**config.mk**
```make
export PLATFORM = sky130hd
export DESIGN_NAME = rvl_queue
export DESIGN_NICKNAME = d
export VERILOG_FILES = /design/src/hw/rtl/rvl_pkg.sv /design/src/hw/rtl/rvl_queue.sv
export SDC_FILE = /design/constraint.sdc
export NUM_CORES = 1
export LEC_CHECK = 0
export BUFFER_PORTS_ARGS = -buffer_cell sky130_fd_sc_hd__buf_2
export CAP_MARGIN = 20
export CORE_UTILIZATION = 45
export CTS_CLUSTER_SIZE = 20
export DETAILED_ROUTE_END_ITERATION = 10
export SKIP_CTS_REPAIR_TIMING = 1
export SLEW_MARGIN = 15
export SYNTH_ARGS = -nofsm -noshare
export SYNTH_HDL_FRONTEND = slang
export SYNTH_SLANG_ARGS = --single-unit
```
**constraint.sdc**
```tcl
create_clock -name clk -period 5.8 [get_ports clk]
set_input_delay 1.16 -clock clk [delete_from_list [all_inputs] [get_ports clk]]
set_output_delay 1.16 -clock clk [all_outputs]
set_load 0.02 [all_outputs]
```
**src/hw/rtl/rvl_pkg.sv**
```systemverilog
// rvl_pkg: shared types, constants and the log table function for the
// realized variance unit. depends on nothing.
package rvl_pkg;

    localparam int STEP_W = 12;
    localparam int SUM_W  = 48;
    localparam int CNT_W  = 13;
    localparam int LP_W   = 32;
    localparam int L2_W   = 38;
    localparam int MAG_W  = 37;
    localparam int LO_W   = 19;
    localparam int HI_W   = MAG_W - LO_W;
    localparam int LN2_W  = 29;
    localparam int TAB_W  = 31;
    localparam int QUE_DEPTH = 4;

    localparam logic [LN2_W-1:0] LN2_Q29  = 29'd372130559;
    localparam logic [SUM_W-1:0] SUM_MAX  = {SUM_W{1'b1}};
    localparam logic [CNT_W-1:0] CNT_MAX  = {CNT_W{1'b1}};
    localparam logic [STEP_W-1:0] STEP_RESET = 12'd15;

    typedef struct packed {
        logic ok;
        logic kept;
        logic last;
    } flags_t;

    localparam int FLAGS_W = $bits(flags_t);

    typedef enum logic [3:0] {
        B_IDLE,
        B_DISPATCH,
        B_NORM,
        B_INTERP,
        B_L2,
        B_MLO,
        B_MHI,
        B_LN,
        B_SQ,
        B_ACC,
        B_EMIT
    } back_state_t;

    // log2(1 + k/2^bits) in q1.30 by repeated squaring
    function automatic logic [TAB_W-1:0] tab_entry(input int unsigned k,
                                                  input int unsigned bits);
        logic [63:0] x;
        logic [TAB_W-1:0] y;
        if (k >= (32'd1 << bits))
        begin
            return TAB_W'(64'd1 << 30);
        end
        x = (64'd1 << 30) + (64'(k) << (30 - bits));
        y = '0;
        for (int i = 1; i <= 30; i++)
        begin
            x = (x * x) >> 30;
            if (x >= (64'd2 << 30))
            begin
                x = x >> 1;
                y[30 - i] = 1'b1;
            end
        end
        return y;
    endfunction

endpackage

```
**src/hw/rtl/rvl_queue.sv**
```systemverilog
// rvl_queue: small register fifo between front and back.
// depends on rvl_pkg.
module rvl_queue #(
    parameter int W     = 35,
    parameter int DEPTH = 4
) (
    input  logic         clk,
    input  logic         rst_n,
    input  logic         push,
    input  logic [W-1:0] wdata,
    input  logic         pop,
    output logic [W-1:0] rdata,
    output logic         full,
    output logic         empty
);
    import rvl_pkg::*;

    localparam int AW = (DEPTH > 1) ? $clog2(DEPTH) : 1;

    logic [W-1:0]  mem [DEPTH];
    logic [AW-1:0] wptr_reg, wptr_next, rptr_reg, rptr_next;
    logic [AW:0]   count_reg, count_next;

    assign full  = (count_reg == (AW+1)'(DEPTH));
    assign empty = (count_reg == '0);
    assign rdata = mem[rptr_reg];

    always_comb
    begin
        wptr_next  = wptr_reg;
        rptr_next  = rptr_reg;
        count_next = count_reg;
        if (push)
        begin
            wptr_next = (wptr_reg == AW'(DEPTH - 1)) ? '0 : wptr_reg + 1'b1;
        end
        if (pop)
        begin
            rptr_next = (rptr_reg == AW'(DEPTH - 1)) ? '0 : rptr_reg + 1'b1;
        end
        count_next = count_reg + (AW+1)'(push) - (AW+1)'(pop);
    end

    always_ff @(posedge clk or negedge rst_n)
    begin
        if (!rst_n)
        begin
            wptr_reg  <= '0;
            rptr_reg  <= '0;
            count_reg <= '0;
        end
        else
        begin
            wptr_reg  <= wptr_next;
            rptr_reg  <= rptr_next;
            count_reg <= count_next;
        end
    end

    always_ff @(posedge clk)
    begin
        if (push)
        begin
            mem[wptr_reg] <= wdata;
        end
    end

    a_no_overflow: assert property (@(posedge clk) disable iff (!rst_n)
        !(push && full))
        else $error("queue push while full");
    a_no_underflow: assert property (@(posedge clk) disable iff (!rst_n)
        !(pop && empty))
        else $error("queue pop while empty");
    a_count_track: assert property (@(posedge clk) disable iff (!rst_n)
        (push && !pop) |=> (count_reg == $past(count_reg) + 1'b1))
        else $error("queue count lost a push");
endmodule

```
* Yosys cells after proc, flatten, opt, wreduce, memory -nomap -nowiden
Memory sizes are Yosys's and may differ from the RTL's. Cells that the tools add are included.
Word-level totals: register bits after elaboration 7, memory bits (writable) 140, word-level logic and storage cells 16, memories 1
Cells by class: $add $sub $neg 4, equal/unequal tests 3, multiplexer cells 4, reduce and logical (&&, ||, !) cells 1
Memories:
- mem | depth 4, bits a word 35, rd ports 1, clocked after memory_dff 0, write ports 1, line rvl_queue.sv:20 | logic [W-1:0] mem [DEPTH];
Operator list (count):
- $add 2x1->2 const B | 2
- $eq 2x2->1 const B | 2
- $mux 2 | 2
- $add 3x1->3 | 1
- $eq 3x3->1 const B | 1
- $logic_not 3->1 | 1
- $sub 3x1->3 | 1
- $mux 1 | 2

* Longest topological paths before layout
depth in word-level cells 2, gate-level depth with buffers 6

* Worst setup path before layout
OpenSTA, ideal clock, no wires.
kind input-to-reg, start point in push, end point mem mem[0][0], enable pin, library setup time 0.395 ns, arrival 2.022 ns, data required time 5.405 ns, path slack 3.383 ns, stages 1, buffers on the path 0, cell sequence and2_1
On the way: cells in the longest elaborated chain, start to end 2
Ends and longest elaborated chain:
- start, declared | line rvl_queue.sv:9 | input logic push,
- $mux 1 | line rvl_queue.sv:62 | if (push)
- $mux 1 (implied by the code) | line rvl_queue.sv:64 | mem[wptr_reg] <= wdata;
- end, declared | line rvl_queue.sv:20
Every way passes these cells.

* Final worst setup path
start point reg rptr_reg[0], end point out rdata[22]
On the way: cells in the longest elaborated chain, start to end 1
Ends and longest elaborated chain:
- start, declared | line rvl_queue.sv:21 | logic [AW-1:0] wptr_reg, wptr_next, rptr_reg, rptr_next;
- start signal, assigned | line rvl_queue.sv:55 | rptr_reg <= rptr_next;
- $mem_v2 4x35
- end, declared | line rvl_queue.sv:12 | output logic [W-1:0] rdata,
Every way passes these cells.

==> metrics.yaml <==
outcome:
  outcome: "finished clean"
worst_setup_path:
  critical_path.max_stage_delay_ns: 0.81
  worstPathCellList: "buf_4 -> mux4_2 -> buf_2"
  arrival_ns: 2.41
  criticalPathCategory: "reg -> out"
  r2r_slack_ns: 3.94
  cp-start-kind: "flip-flop"
  crit_slowest_cell: "dfrtp_2"
  cp-end-kind: "output port"
  critPathMaxFanout: 22
  crit_required_ns: 4.64
sta:
  worstMarginPinSlew_ns: 0.971
  relSlewSlack: 0.353
  period_share: 0.616
  final_hold_viol_count: 0
  fin_ws_ns: 2.23
  finalCriticalPeriod_ns: 3.57
  rsz0062_at_grt: "no"
  clock_skew_ns: 0.00789
  slew_viol_final: 0
  setup_violations: 0
  fmax_ghz: 0.280
  setup_tns_ns: 0
synthesis:
  synth_cells: 219
  yosys_warnings: 0
  synth.distinct_cells: 20
  syn_area_um2: 5520
  ys_seq_area_frac: 0.794
  syn_nets: 266
  syn_avg_cell_area_um2: 25.2
  yosys_register_bits: 147
power:
  p_per_area_nw_per_um2: 539
  peakVddDrop_mv: 0.264
  p_total_w: 0.00358
  p_leak_nw: 2.37
grt:
  grt_pass1_vias: 2561
  grt_max_degree: 38
  antenna_found_initial: 1
  overflow: 0
  grt_pass1_wl_mm: 13.8
  grt_use_total: 0.154
final_layout:
  fill_cells: 914
  final_layout_size_suffix_gt1_frac: 0.440
  antennaDiodeCount: 0
  largest_reg_flops: 140
  register_area_um2: 4380
  multi_input_area_um2: 1030
  syn2layout_area_growth_pct: 20.4
  nets: 353
die:
  pin_count: 76
  die_x_um: 113
  initial_utilization: 0.461
  dieArea_um2: 12700
  die_h_um: 113
  rows: 40
  core_um2: 12000
place:
  io_buffer_count: 75
  pre_cts_ws_ns: 2.59
  hpwl_mm: 4.94
  gp_congestion: 0.641
clock_tree:
  cts.sink_count: 147
  clk_latency_ns: 0.41
  htree_levels: 4
  clockBufferDepth: 2
  cts_tree: "yes"
  clk_pin_slew_ns: 0.06
  root_buffer: "clkbuf_16"
  cts_buffers: 17
routing:
  wl_per_cell_um: 19.2
  vias: 2421
  postRouteAntennaNets: 0
  drtIter0Drc: 136
  drt-vias-per-instance: 5.21
  dr.pass1.iters: 4
  wirelength_mm: 8.91
  drc_errors: 0
worst_hold_path:
  hold_path_class: "in -> async"
job:
  maxCapViolCount: 0
[synth_stat cells, drive strengths merged]
| master | instances | area, um^2 |
|---|---|---|
| or3b | 1 | 8.76 |
| edfxtp | 140 | 4200 |
| dfrtp | 7 | 175 |
| o21ai | 2 | 10.0 |
| buf | 8 | 91.3 |
| inv | 6 | 22.5 |
| xnor2 | 1 | 8.76 |
| nor2 | 1 | 3.75 |
| mux2 | 2 | 22.5 |
| and2 | 4 | 25.0 |
| nand2 | 1 | 3.75 |
| mux4 | 35 | 815 |
| nor3 | 1 | 5.00 |
| and3 | 1 | 6.26 |
| fa | 1 | 20.0 |
| xor2 | 1 | 8.76 |
| ha | 7 | 87.6 |
[path summary, 6_finish.rpt]
path / startpoint / endpoint / depth (start not counted)
worst max register to register: wptr_reg[0]$_DFFE_PN0P_ / mem[2][19]$_DFFE_PP_ / 3
worst max-delay path: rptr_reg[0]$_DFFE_PN0P_ / rdata[22] / 3
min in group clk: count_reg[2]$_DFF_PN0_ / count_reg[2]$_DFF_PN0_ / 2
max in group asynchronous: rst_n / rptr_reg[0]$_DFFE_PN0P_ / 1
worst min-delay path: rst_n / count_reg[2]$_DFF_PN0_ / 1
worst min register to register: count_reg[2]$_DFF_PN0_ / count_reg[2]$_DFF_PN0_ / 2
[cell usage in the layout, fill, tap and decap left out, drive strengths merged]
| master | instances |
|---|---|
| ha | 7 |
| nor3 | 1 |
| or3b | 1 |
| edfxtp | 140 |
| fa | 1 |
| mux4 | 35 |
| bufinv | 6 |
| mux2 | 2 |
| clkbuf | 19 |
| buf | 76 |
| inv | 6 |
| and3 | 1 |
| and2 | 4 |
| nor2 | 1 |
| dfrtp | 7 |
| o21ai | 2 |
| xor2 | 1 |
| clkinv | 6 |
| xnor2 | 1 |
| nand2 | 1 |
[stage by stage]
stage	std cells	utilization	hold slack [ns]	cell area [um^2]
final	465	0.556	0.578	6650
after global routing	465	0.556	0.564	6650
after CTS	465	0.556	0.562	6650
after detailed placement	434	0.502	0.605	6000
after global placement	434	0.502	0.601	6000
after floorplan	219	-	0.571	5520
[power by group]
group	total (W)	internal, W	switching (W)	leakage, nW
Clock	0.00118	0.000799	0.000381	0.316
Sequential	0.00151	0.00137	0.000138	1.37
Combinational	0.000894	0.000403	0.000491	0.685
Total	0.00358	0.00257	0.00101	2.37
[critical path: cells and delay by family, from the launching register on]
kind	cells	cell delay, ns
multiplexers	1	0.56
flip-flops	1	0.81
buffers and inverters	2	0.63
[cell families (layout without fill, tap and decap cells)]
group                      Yosys count  in the layout  synth area share
DFF                                147            147             0.794
muxes                               37             37             0.152
buffers and inverters               14            113            0.0206
and+or+nand+nor                      9              9           0.00952
adders and majority gates            8              8            0.0195
AOI/OAI and AO/OA                    2              2           0.00181
xor gates and xnor gates             2              2           0.00318
[routing by layer]
metal / vias to the layer above / wire length [um] / share of wire / GRT usage
met5: - / 0 / 0 / 0
met4: 0 / 115 / 0.013 / 0.0827
met3: 9 / 453 / 0.051 / 0.0541
met2: 67 / 4330 / 0.49 / 0.242
met1: 1246 / 4000 / 0.45 / 0.190
li1: 1099 / - / - / -
[final cells by class]
| cell class | count | area share |
|---|---|---|
| clock inverters | 12 | 0.0318 |
| clock buffers | 19 | 0.0651 |
| inverters | 6 | 0.00339 |
| multi-input cells | 58 | 0.155 |
| well taps | 147 | 0.0277 |
| flip-flops and latches | 147 | 0.659 |
| repair buffers | 76 | 0.0576 |
No activity file was read; power rests on OpenSTA's default activity.
