<file path="config.mk">
export PLATFORM = sky130hd
export DESIGN_NAME = rvl_front_flat
export DESIGN_NICKNAME = d
export VERILOG_FILES = /design/src/hw/rtl/rvl_pkg.sv /design/src/hw/rtl/rvl_ifs.sv /design/src/hw/rtl/rvl_front.sv /design/src/flat_wrapper.sv
export SDC_FILE = /design/constraint.sdc
export NUM_CORES = 1
export LEC_CHECK = 0
export BUFFER_PORTS_ARGS = -buffer_cell sky130_fd_sc_hd__buf_2
export CORE_MARGIN = 3
export CORE_UTILIZATION = 51
export DETAILED_ROUTE_END_ITERATION = 6
export PLACE_DENSITY_LB_ADDON = 0.15
export RECOVER_POWER = 100
export SLEW_MARGIN = 20
export SYNTH_ARGS = -nofsm -noshare
export SYNTH_HDL_FRONTEND = slang
export SYNTH_SLANG_ARGS = --single-unit
</file>
<file path="constraint.sdc">
create_clock -name clk -period 6.5 [get_ports clk]
set_input_delay 0.65 -clock clk [delete_from_list [all_inputs] [get_ports clk]]
set_output_delay 0.65 -clock clk [all_outputs]
set_load 0.02 [all_outputs]
</file>
<file path="src/hw/rtl/rvl_pkg.sv">
// rvl_pkg: shared types, constants and the log table function for the
// realized variance unit. depends on nothing.
package rvl_pkg;

    localparam int STEP_W = 12;
    localparam int SUM_W  = 48;
    localparam int CNT_W  = 13;
    localparam int LP_W   = 32;
    localparam int L2_W   = 38;
    localparam int MAG_W  = 37;
    localparam int LO_W   = 19;
    localparam int HI_W   = MAG_W - LO_W;
    localparam int LN2_W  = 29;
    localparam int TAB_W  = 31;
    localparam int QUE_DEPTH = 4;

    localparam logic [LN2_W-1:0] LN2_Q29  = 29'd372130559;
    localparam logic [SUM_W-1:0] SUM_MAX  = {SUM_W{1'b1}};
    localparam logic [CNT_W-1:0] CNT_MAX  = {CNT_W{1'b1}};
    localparam logic [STEP_W-1:0] STEP_RESET = 12'd15;

    typedef struct packed {
        logic ok;
        logic kept;
        logic last;
    } flags_t;

    localparam int FLAGS_W = $bits(flags_t);

    typedef enum logic [3:0] {
        B_IDLE,
        B_DISPATCH,
        B_NORM,
        B_INTERP,
        B_L2,
        B_MLO,
        B_MHI,
        B_LN,
        B_SQ,
        B_ACC,
        B_EMIT
    } back_state_t;

    // log2(1 + k/2^bits) in q1.30 by repeated squaring
    function automatic logic [TAB_W-1:0] tab_entry(input int unsigned k,
                                                  input int unsigned bits);
        logic [63:0] x;
        logic [TAB_W-1:0] y;
        if (k >= (32'd1 << bits))
        begin
            return TAB_W'(64'd1 << 30);
        end
        x = (64'd1 << 30) + (64'(k) << (30 - bits));
        y = '0;
        for (int i = 1; i <= 30; i++)
        begin
            x = (x * x) >> 30;
            if (x >= (64'd2 << 30))
            begin
                x = x >> 1;
                y[30 - i] = 1'b1;
            end
        end
        return y;
    endfunction

endpackage

</file>
<file path="src/hw/rtl/rvl_ifs.sv">
// rvl channel interfaces: sample input, result output, stride config.
// depends on nothing.
interface rvl_in_if #(parameter int PRICE_WIDTH = 32);
    logic                   valid;
    logic                   ready;
    logic [PRICE_WIDTH-1:0] price;
    logic                   price_present;
    logic                   last_sample;
    modport source (output valid, price, price_present, last_sample, input ready);
    modport sink   (input valid, price, price_present, last_sample, output ready);
endinterface


interface rvl_cfg_if;
    logic        valid;
    logic        ready;
    logic [11:0] data;
    modport source (output valid, data, input ready);
    modport sink   (input valid, data, output ready);
endinterface

</file>
<file path="src/hw/rtl/rvl_front.sv">
// rvl_front: takes sample beats, holds the stride and decimation phase,
// classifies each sample and pushes kept or last ones. depends on rvl_pkg.
module rvl_front #(
    parameter int PRICE_WIDTH = 32
) (
    input  logic                              clk,
    input  logic                              rst_n,
    rvl_in_if.sink                            samples,
    rvl_cfg_if.sink                           cfg,
    input  logic                              q_full,
    output logic                              q_push,
    output logic [PRICE_WIDTH+rvl_pkg::FLAGS_W-1:0] q_wdata
);
    import rvl_pkg::*;

    logic [STEP_W-1:0] step_reg, phase_reg, phase_next;
    logic [STEP_W-1:0] stride;
    logic [STEP_W:0]   phase_inc;
    logic              accept;
    flags_t            flags;

    assign cfg.ready     = 1'b1;
    assign samples.ready = !q_full;
    assign accept        = samples.valid && samples.ready;

    assign stride    = (step_reg == '0) ? STEP_W'(1) : step_reg;
    assign phase_inc = {1'b0, phase_reg} + 1'b1;

    always_comb
    begin
        phase_next = phase_reg;
        if (accept)
        begin
            if (samples.last_sample || (phase_inc >= {1'b0, stride}))
            begin
                phase_next = '0;
            end
            else
            begin
                phase_next = phase_inc[STEP_W-1:0];
            end
        end
    end

    always_comb
    begin
        flags.kept = (phase_reg == '0);
        flags.ok   = samples.price_present && (samples.price != '0);
        flags.last = samples.last_sample;
    end

    assign q_push  = accept && (flags.kept || flags.last);
    assign q_wdata = {samples.price, flags};

    always_ff @(posedge clk or negedge rst_n)
    begin
        if (!rst_n)
        begin
            step_reg  <= STEP_RESET;
            phase_reg <= '0;
        end
        else
        begin
            if (cfg.valid && cfg.ready)
            begin
                step_reg <= cfg.data;
            end
            phase_reg <= phase_next;
        end
    end
endmodule

</file>
<file path="src/flat_wrapper.sv">
// flat-port wrapper written by rule: the top's interface ports become plain ports
module rvl_front_flat import rvl_pkg::*;
#(
    parameter int PRICE_WIDTH = 32
)
  (clk, rst_n, q_full, q_push, q_wdata, samples_valid, samples_price, samples_price_present, samples_last_sample, samples_ready, cfg_valid, cfg_data, cfg_ready);
  rvl_in_if #(.PRICE_WIDTH(PRICE_WIDTH)) samples_i ();
  rvl_cfg_if cfg_i ();
  input  logic clk;
  input  logic rst_n;
  input  logic q_full;
  output logic q_push;
  output logic [PRICE_WIDTH+rvl_pkg::FLAGS_W-1:0] q_wdata;
  input wire logic [$bits(samples_i.valid)-1:0] samples_valid;
  input wire logic [$bits(samples_i.price)-1:0] samples_price;
  input wire logic [$bits(samples_i.price_present)-1:0] samples_price_present;
  input wire logic [$bits(samples_i.last_sample)-1:0] samples_last_sample;
  output wire logic [$bits(samples_i.ready)-1:0] samples_ready;
  input wire logic [$bits(cfg_i.valid)-1:0] cfg_valid;
  input wire logic [$bits(cfg_i.data)-1:0] cfg_data;
  output wire logic [$bits(cfg_i.ready)-1:0] cfg_ready;
  assign samples_i.valid = samples_valid;
  assign samples_i.price = samples_price;
  assign samples_i.price_present = samples_price_present;
  assign samples_i.last_sample = samples_last_sample;
  assign samples_ready = samples_i.ready;
  assign cfg_i.valid = cfg_valid;
  assign cfg_i.data = cfg_data;
  assign cfg_ready = cfg_i.ready;
  rvl_front #(.PRICE_WIDTH(PRICE_WIDTH)) u_core (.clk(clk), .rst_n(rst_n), .samples(samples_i), .cfg(cfg_i), .q_full(q_full), .q_push(q_push), .q_wdata(q_wdata));
endmodule
</file>
After elaboration in Yosys (flattened, before gate mapping)
Index checks and enable logic that the tools add are counted.
{"block": "totals", "ff_bits": 24, "in_bits": 51, "elab_cells": 15, "output_inout_bits": 38}
{"block": "op_classes", "n_lt_le_gt_ge": 1, "n_addsub": 1, "n_reduce_logical": 9, "muxes": 2}
{"operator": "nonzero test 32 bit", "n": 1}
{"operator": "logical NOT 12 bit", "n": 2}
{"operator": "2-to-1 mux 12 bit", "n": 2}
{"operator": "adder 12 x 1 -> 13 bit, second input constant", "n": 1}
{"operator": "greater-or-equal comparator 13 x 12 -> 1 bit", "n": 1}
{"operator": "logical AND 1 bit", "n": 3}
{"operator": "logical OR 1 bit", "n": 2}
{"operator": "logical NOT 1 bit", "n": 1}

Longest topological paths before layout
{"block": "depth", "word_depth": 5, "ltp_mapped": 14}

Worst setup path after synthesis
OpenSTA, ideal clock, no wires.
{"block": "synth_path", "path_kind": "reg-to-reg", "start": "register u_core.phase_reg[2]", "end": "register u_core.phase_reg[5]", "stages_incl_launch_ff": 15, "synth_period_minus_slack_ns": 2.752, "slack_ns": 3.748, "path_buffers": 3, "t_arrival_ns": 2.688, "cell_sequence": "dfrtp_1 > buf_2 > and3_1 > and3_1 > clkbuf_1 > nand3_1 > xnor2_1 > ha_1 > a21o_1 > a2111o_1 > a221oi_2 > o21ai_2 > buf_6 > nor3b_2 > a21o_1"}
{"block": "synth_via", "elab_chain_cells": 4}
{"item": "start: declaration", "line_no": "rvl_front.sv:16", "text": "logic [STEP_W-1:0] step_reg, phase_reg, phase_next;"}
{"item": "start signal: assignment", "line_no": "rvl_front.sv:68", "text": "phase_reg <= phase_next;"}
{"item": "adder 12 x 1 -> 13 bit *", "line_no": "rvl_front.sv:27", "text": "assign phase_inc = {1'b0, phase_reg} + 1'b1;"}
{"item": "greater-or-equal comparator 13 x 12 -> 1 bit", "line_no": "rvl_front.sv:34", "text": "if (samples.last_sample || (phase_inc >= {1'b0, stride}))"}
{"item": "logical OR 1 bit", "line_no": "rvl_front.sv:34"}
{"item": "2-to-1 mux 12 bit *", "line_no": "rvl_front.sv:34"}
Every way passes the cells marked *; elsewhere a longest branch is shown, timed or not.
A chain may end at the register's enable or synchronous reset.

Final worst setup path
Same ends and word-level chain as after synthesis.

==> impl_summary.md <==
CTS
The number of buffers inserted by hold repair at cts is 0. Buffers added to address setup during post-CTS repair amount to 0. The post-cts gate resize count is 0. CTS built an H-tree with a depth of 1. The clock latency reported for the late side of the worst-skew pair is 270 ps.

The root buffer cell is sky130_fd_sc_hd__clkbuf_8. The total clock buffers created by CTS is 3. The clock transition at the register clock pins on the worst setup and hold paths after CTS is 90 ps. The maximum number of buffers from clock root to sink is 2. The CTS sink count is 24. The CTS tree is yes.

Outcome
The checks that failed: max-capacitance violations, max-slew violations. The flow ran to the end, but the final reports show violations.

STA
Headroom to the max-slew limit came out at -18.1%. The minimum clock period is 3800 ps. The number of endpoints with negative hold slack in the final report is 0. Setup violations remaining at the end of the flow were counted as 0.

Adding up every negative setup slack in the final design gives 0 ps. The count of final max-slew check failures came to 18. Setup repair after global routing left no endpoint under its margin.

Static timing analysis puts the maximum clock frequency at 263 MHz. The final worst clock skew is 11.2 ps. For the pin with the worst max-slew slack, the measured transition is 1750 ps. After layout, the worst path uses 58.5% of the clock period.

Synth
The instance count of the mapped netlist is 217. The average cell area after synthesis is 8.71 um2. The largest total area in the synthesized netlist belongs to sky130_fd_sc_hd__dfrtp_1.

The total of flip-flops plus latches after synthesis is 24. The number of enable-type register cells in the synthesized netlist is 0. The share of synthesized area in the top cell type comes to 26.5%. The post-synthesis net count is 282. The synthesized area is 1890 um2. The number of synthesis warnings is 0. The number of distinct library cell variants in the gate-level netlist after synthesis is 38. The register area share after synthesis is 32.1%. The fraction of synthesis flops using an asynchronous set or reset pin is 100%. Among all flip-flop cells after synthesis, the most frequent one is sky130_fd_sc_hd__dfrtp_1. Yosys attributes the largest share of cell area to sky130_fd_sc_hd__dfrtp_1, sky130_fd_sc_hd__buf_4, sky130_fd_sc_hd__ha_1.

Power and ir drop
The worst ir drop on vdd is 0.000105 V. Per report_power, the clock group accounts for 33.0% of the total. Of the total power, registers draw 42.5%. Combinational logic is responsible for 24.5% of the overall power. The internal power of the cells totals 0.279 mW. The power density relative to cell area is 189 nW/um2. The analysis attributes to cell leakage a power of 1.11 nW.

The net switching share of the total power is 29.4%. The power spent charging and discharging nets is 0.116 mW.

Die
The floorplan row count is 21. The die outline width is 66.9 um. Measured along the y axis, the die boundary spans 66.9 um. The die area is 4470 um2. The I/O pin count is 89.

The standard cell core area is 3440 um2. For this configuration, the core starts out at a cell density of 54.9%.

Final layout
In the layout the commonest cells are sky130_fd_sc_hd__buf_2, sky130_fd_sc_hd__clkbuf_1, sky130_fd_sc_hd__nand2_1. The most common library cell in the layout ignoring fill and taps is sky130_fd_sc_hd__buf_2. 0 antenna diodes ended up in the layout. After filler insertion, the fill cell instance count of the layout stands at 346. The net count of the finished layout is 333.

The fraction of final layout cells with drive strength greater than 1 is 24.3%. The utilization of the core after routing is 61.0%. The area overhead of the layout relative to synthesis is 11.1%.

GRT
The number of antenna violations at the first check in global routing was 0. Global routing used 18.7% of the available tracks. The maximum number of pins on one net before global-route repair is 25. The number of global-route vias before repair is 1,426. The overflow left after global routing is 0. The global-route wire length before repair is 6510 um.

Hold path
The worst hold path passes through 2 cells. The worst hold path startpoint is u_core.step_reg[2]. The path class of the tightest hold or removal check is register to register. For hold timing, the worst endpoint is u_core.step_reg[2].

Setup path
For the worst flop-to-flop path, the logic depth is 10. In this run the critical register-to-register path is captured at u_core.phase_reg[5]. The dominant cell type by count on the critical path is sky130_fd_sc_hd__and3_1. Of all nets on the critical path, the largest fanout is 17. Grouping stages by cell kind, the critical path spends the most delay in compound AO/OA/AOI/OAI gates. The type of origin of the critical path is a register. For this design, the slowest cell found on the critical path is sky130_fd_sc_hd__o21ai_0. The origin of the critical flop-to-flop path is u_core.phase_reg[2]. Data arrives at the worst endpoint at 3960 ps.

For the worst setup path, the data required time is 6660 ps. The delay contributed by the slowest stage of the critical path is 1320 ps. The category of the worst setup path capture point is a register. Traced cell by cell, the critical path runs through and3_1 -> and3_1 -> nand3_1 -> xnor2_1 -> ha_1 -> and3_1 -> nand2_1 -> o21ai_0 -> o21ai_0 -> a21o_1. The worst register-to-register path has a setup slack of 2700 ps.

The path type of the worst setup path is register to register. Together, buffers and inverters on the worst path number 0.

Route
Dividing the detail-routed via count by the number of cells gives 4.97. The sum of routed wire length over all layers is 4080 um. The total via count after detailed routing is 1,555. In this run, the number of DRC markers left after iteration 0 of detailed routing was 41. The first-pass detailed-route iteration total is 4.

The remaining antenna violation count is 0. The detail-routed net length per standard cell is 13.0 um. The post-detailed-route DRC marker count is 0.

Place
The number of I/O port buffers is 87. The routability congestion estimate from global placement is 0.828. The total half-perimeter wirelength after legalization and detailed placement is 3330 um.

Flow run
Max-cap violations in this run came to 1.
## logic make-up after synthesis
group	share of synthesized area, %
multiplexers	0.596
adder cells (fa/ha/maj)	9.27
XOR/XNOR	4.64
AND/OR/NAND/NOR	22.1
other	0.198
AO/OA/AOI/OAI	12.0
buffers and inverters	19.1
flip-flops	32.1
## how the worst max path moves through the flow
stage                              startpoint                    to  slack, ps  cells past startpoint
final                     u_core.phase_reg[2]   u_core.phase_reg[5]       2700                     10
after global routing      u_core.phase_reg[0]  u_core.phase_reg[10]       2190                     10
after CTS                 u_core.phase_reg[0]   u_core.phase_reg[5]       3370                     11
after detailed placement  u_core.phase_reg[0]   u_core.phase_reg[5]       3400                     11
after global placement    u_core.phase_reg[0]   u_core.phase_reg[5]       3460                     11
after floorplan           u_core.phase_reg[2]   u_core.phase_reg[5]       3750                     14
## power by group through the flow
| stage | registers (mW) | logic, mW | clock network (mW) |
|---|---|---|---|
| after floorplan | 0.168 | 0.0759 | 0 |
| after global placement | 0.171 | 0.0995 | 0 |
| after detailed placement | 0.171 | 0.102 | 0 |
| after CTS | 0.168 | 0.102 | 0.135 |
| after global routing | 0.170 | 0.111 | 0.140 |
| final | 0.168 | 0.0970 | 0.131 |
## synthesized netlist by cell type (4+ instances only)
master                     instances
sky130_fd_sc_hd__xnor2_1           6
sky130_fd_sc_hd__and3_1            7
sky130_fd_sc_hd__xor2_1            4
sky130_fd_sc_hd__o21ai_0          19
sky130_fd_sc_hd__buf_4            35
sky130_fd_sc_hd__a21o_1            7
sky130_fd_sc_hd__dfrtp_1          20
sky130_fd_sc_hd__nor4_1           12
sky130_fd_sc_hd__ha_1             14
sky130_fd_sc_hd__nand2_1          27
sky130_fd_sc_hd__nand3_1           6
sky130_fd_sc_hd__dfstp_2           4
sky130_fd_sc_hd__inv_1            16
sky130_fd_sc_hd__nand2b_1          5
## stage by stage
| stage | instances | setup slack [ps] | hold slack [ps] | power, mW | instance area (um2) |
|---|---|---|---|---|---|
| floorplan | 217 | 3750 | 354 | 0.244 | 1890 |
| global placement | 309 | 3460 | 505 | 0.270 | 2080 |
| detailed placement | 309 | 3400 | 522 | 0.272 | 2080 |
| CTS | 313 | 3370 | 366 | 0.405 | 2150 |
| global route | 313 | 2190 | 570 | 0.420 | 2100 |
| finish | 313 | 2700 | 527 | 0.396 | 2100 |
## area by class of cell
type | count | area [um2] | share of cell area [%]
multi-input combinational | 136 | 918 | 43.7
sequential | 24 | 606 | 28.8
tap | 46 | 57.6 | 2.74
inverter | 16 | 60.1 | 2.86
clock inverter | 1 | 30.0 | 1.43
timing repair buffer | 87 | 387 | 18.4
clock buffer | 3 | 41.3 | 1.97
## layer usage
metal / track usage, % / wire length, um
met5: 0 / 0
met4: 2.28 / 12
met3: 3.88 / 234
met2: 29.6 / 1970
met1: 26.9 / 1860
## worst min-delay path: cells and delay by family (launching register included)
kind	cells	cell delay (ps)
buf+inv	1	60
compound gates	1	90
flops	1	380
(Power assumes the default switching activity.)
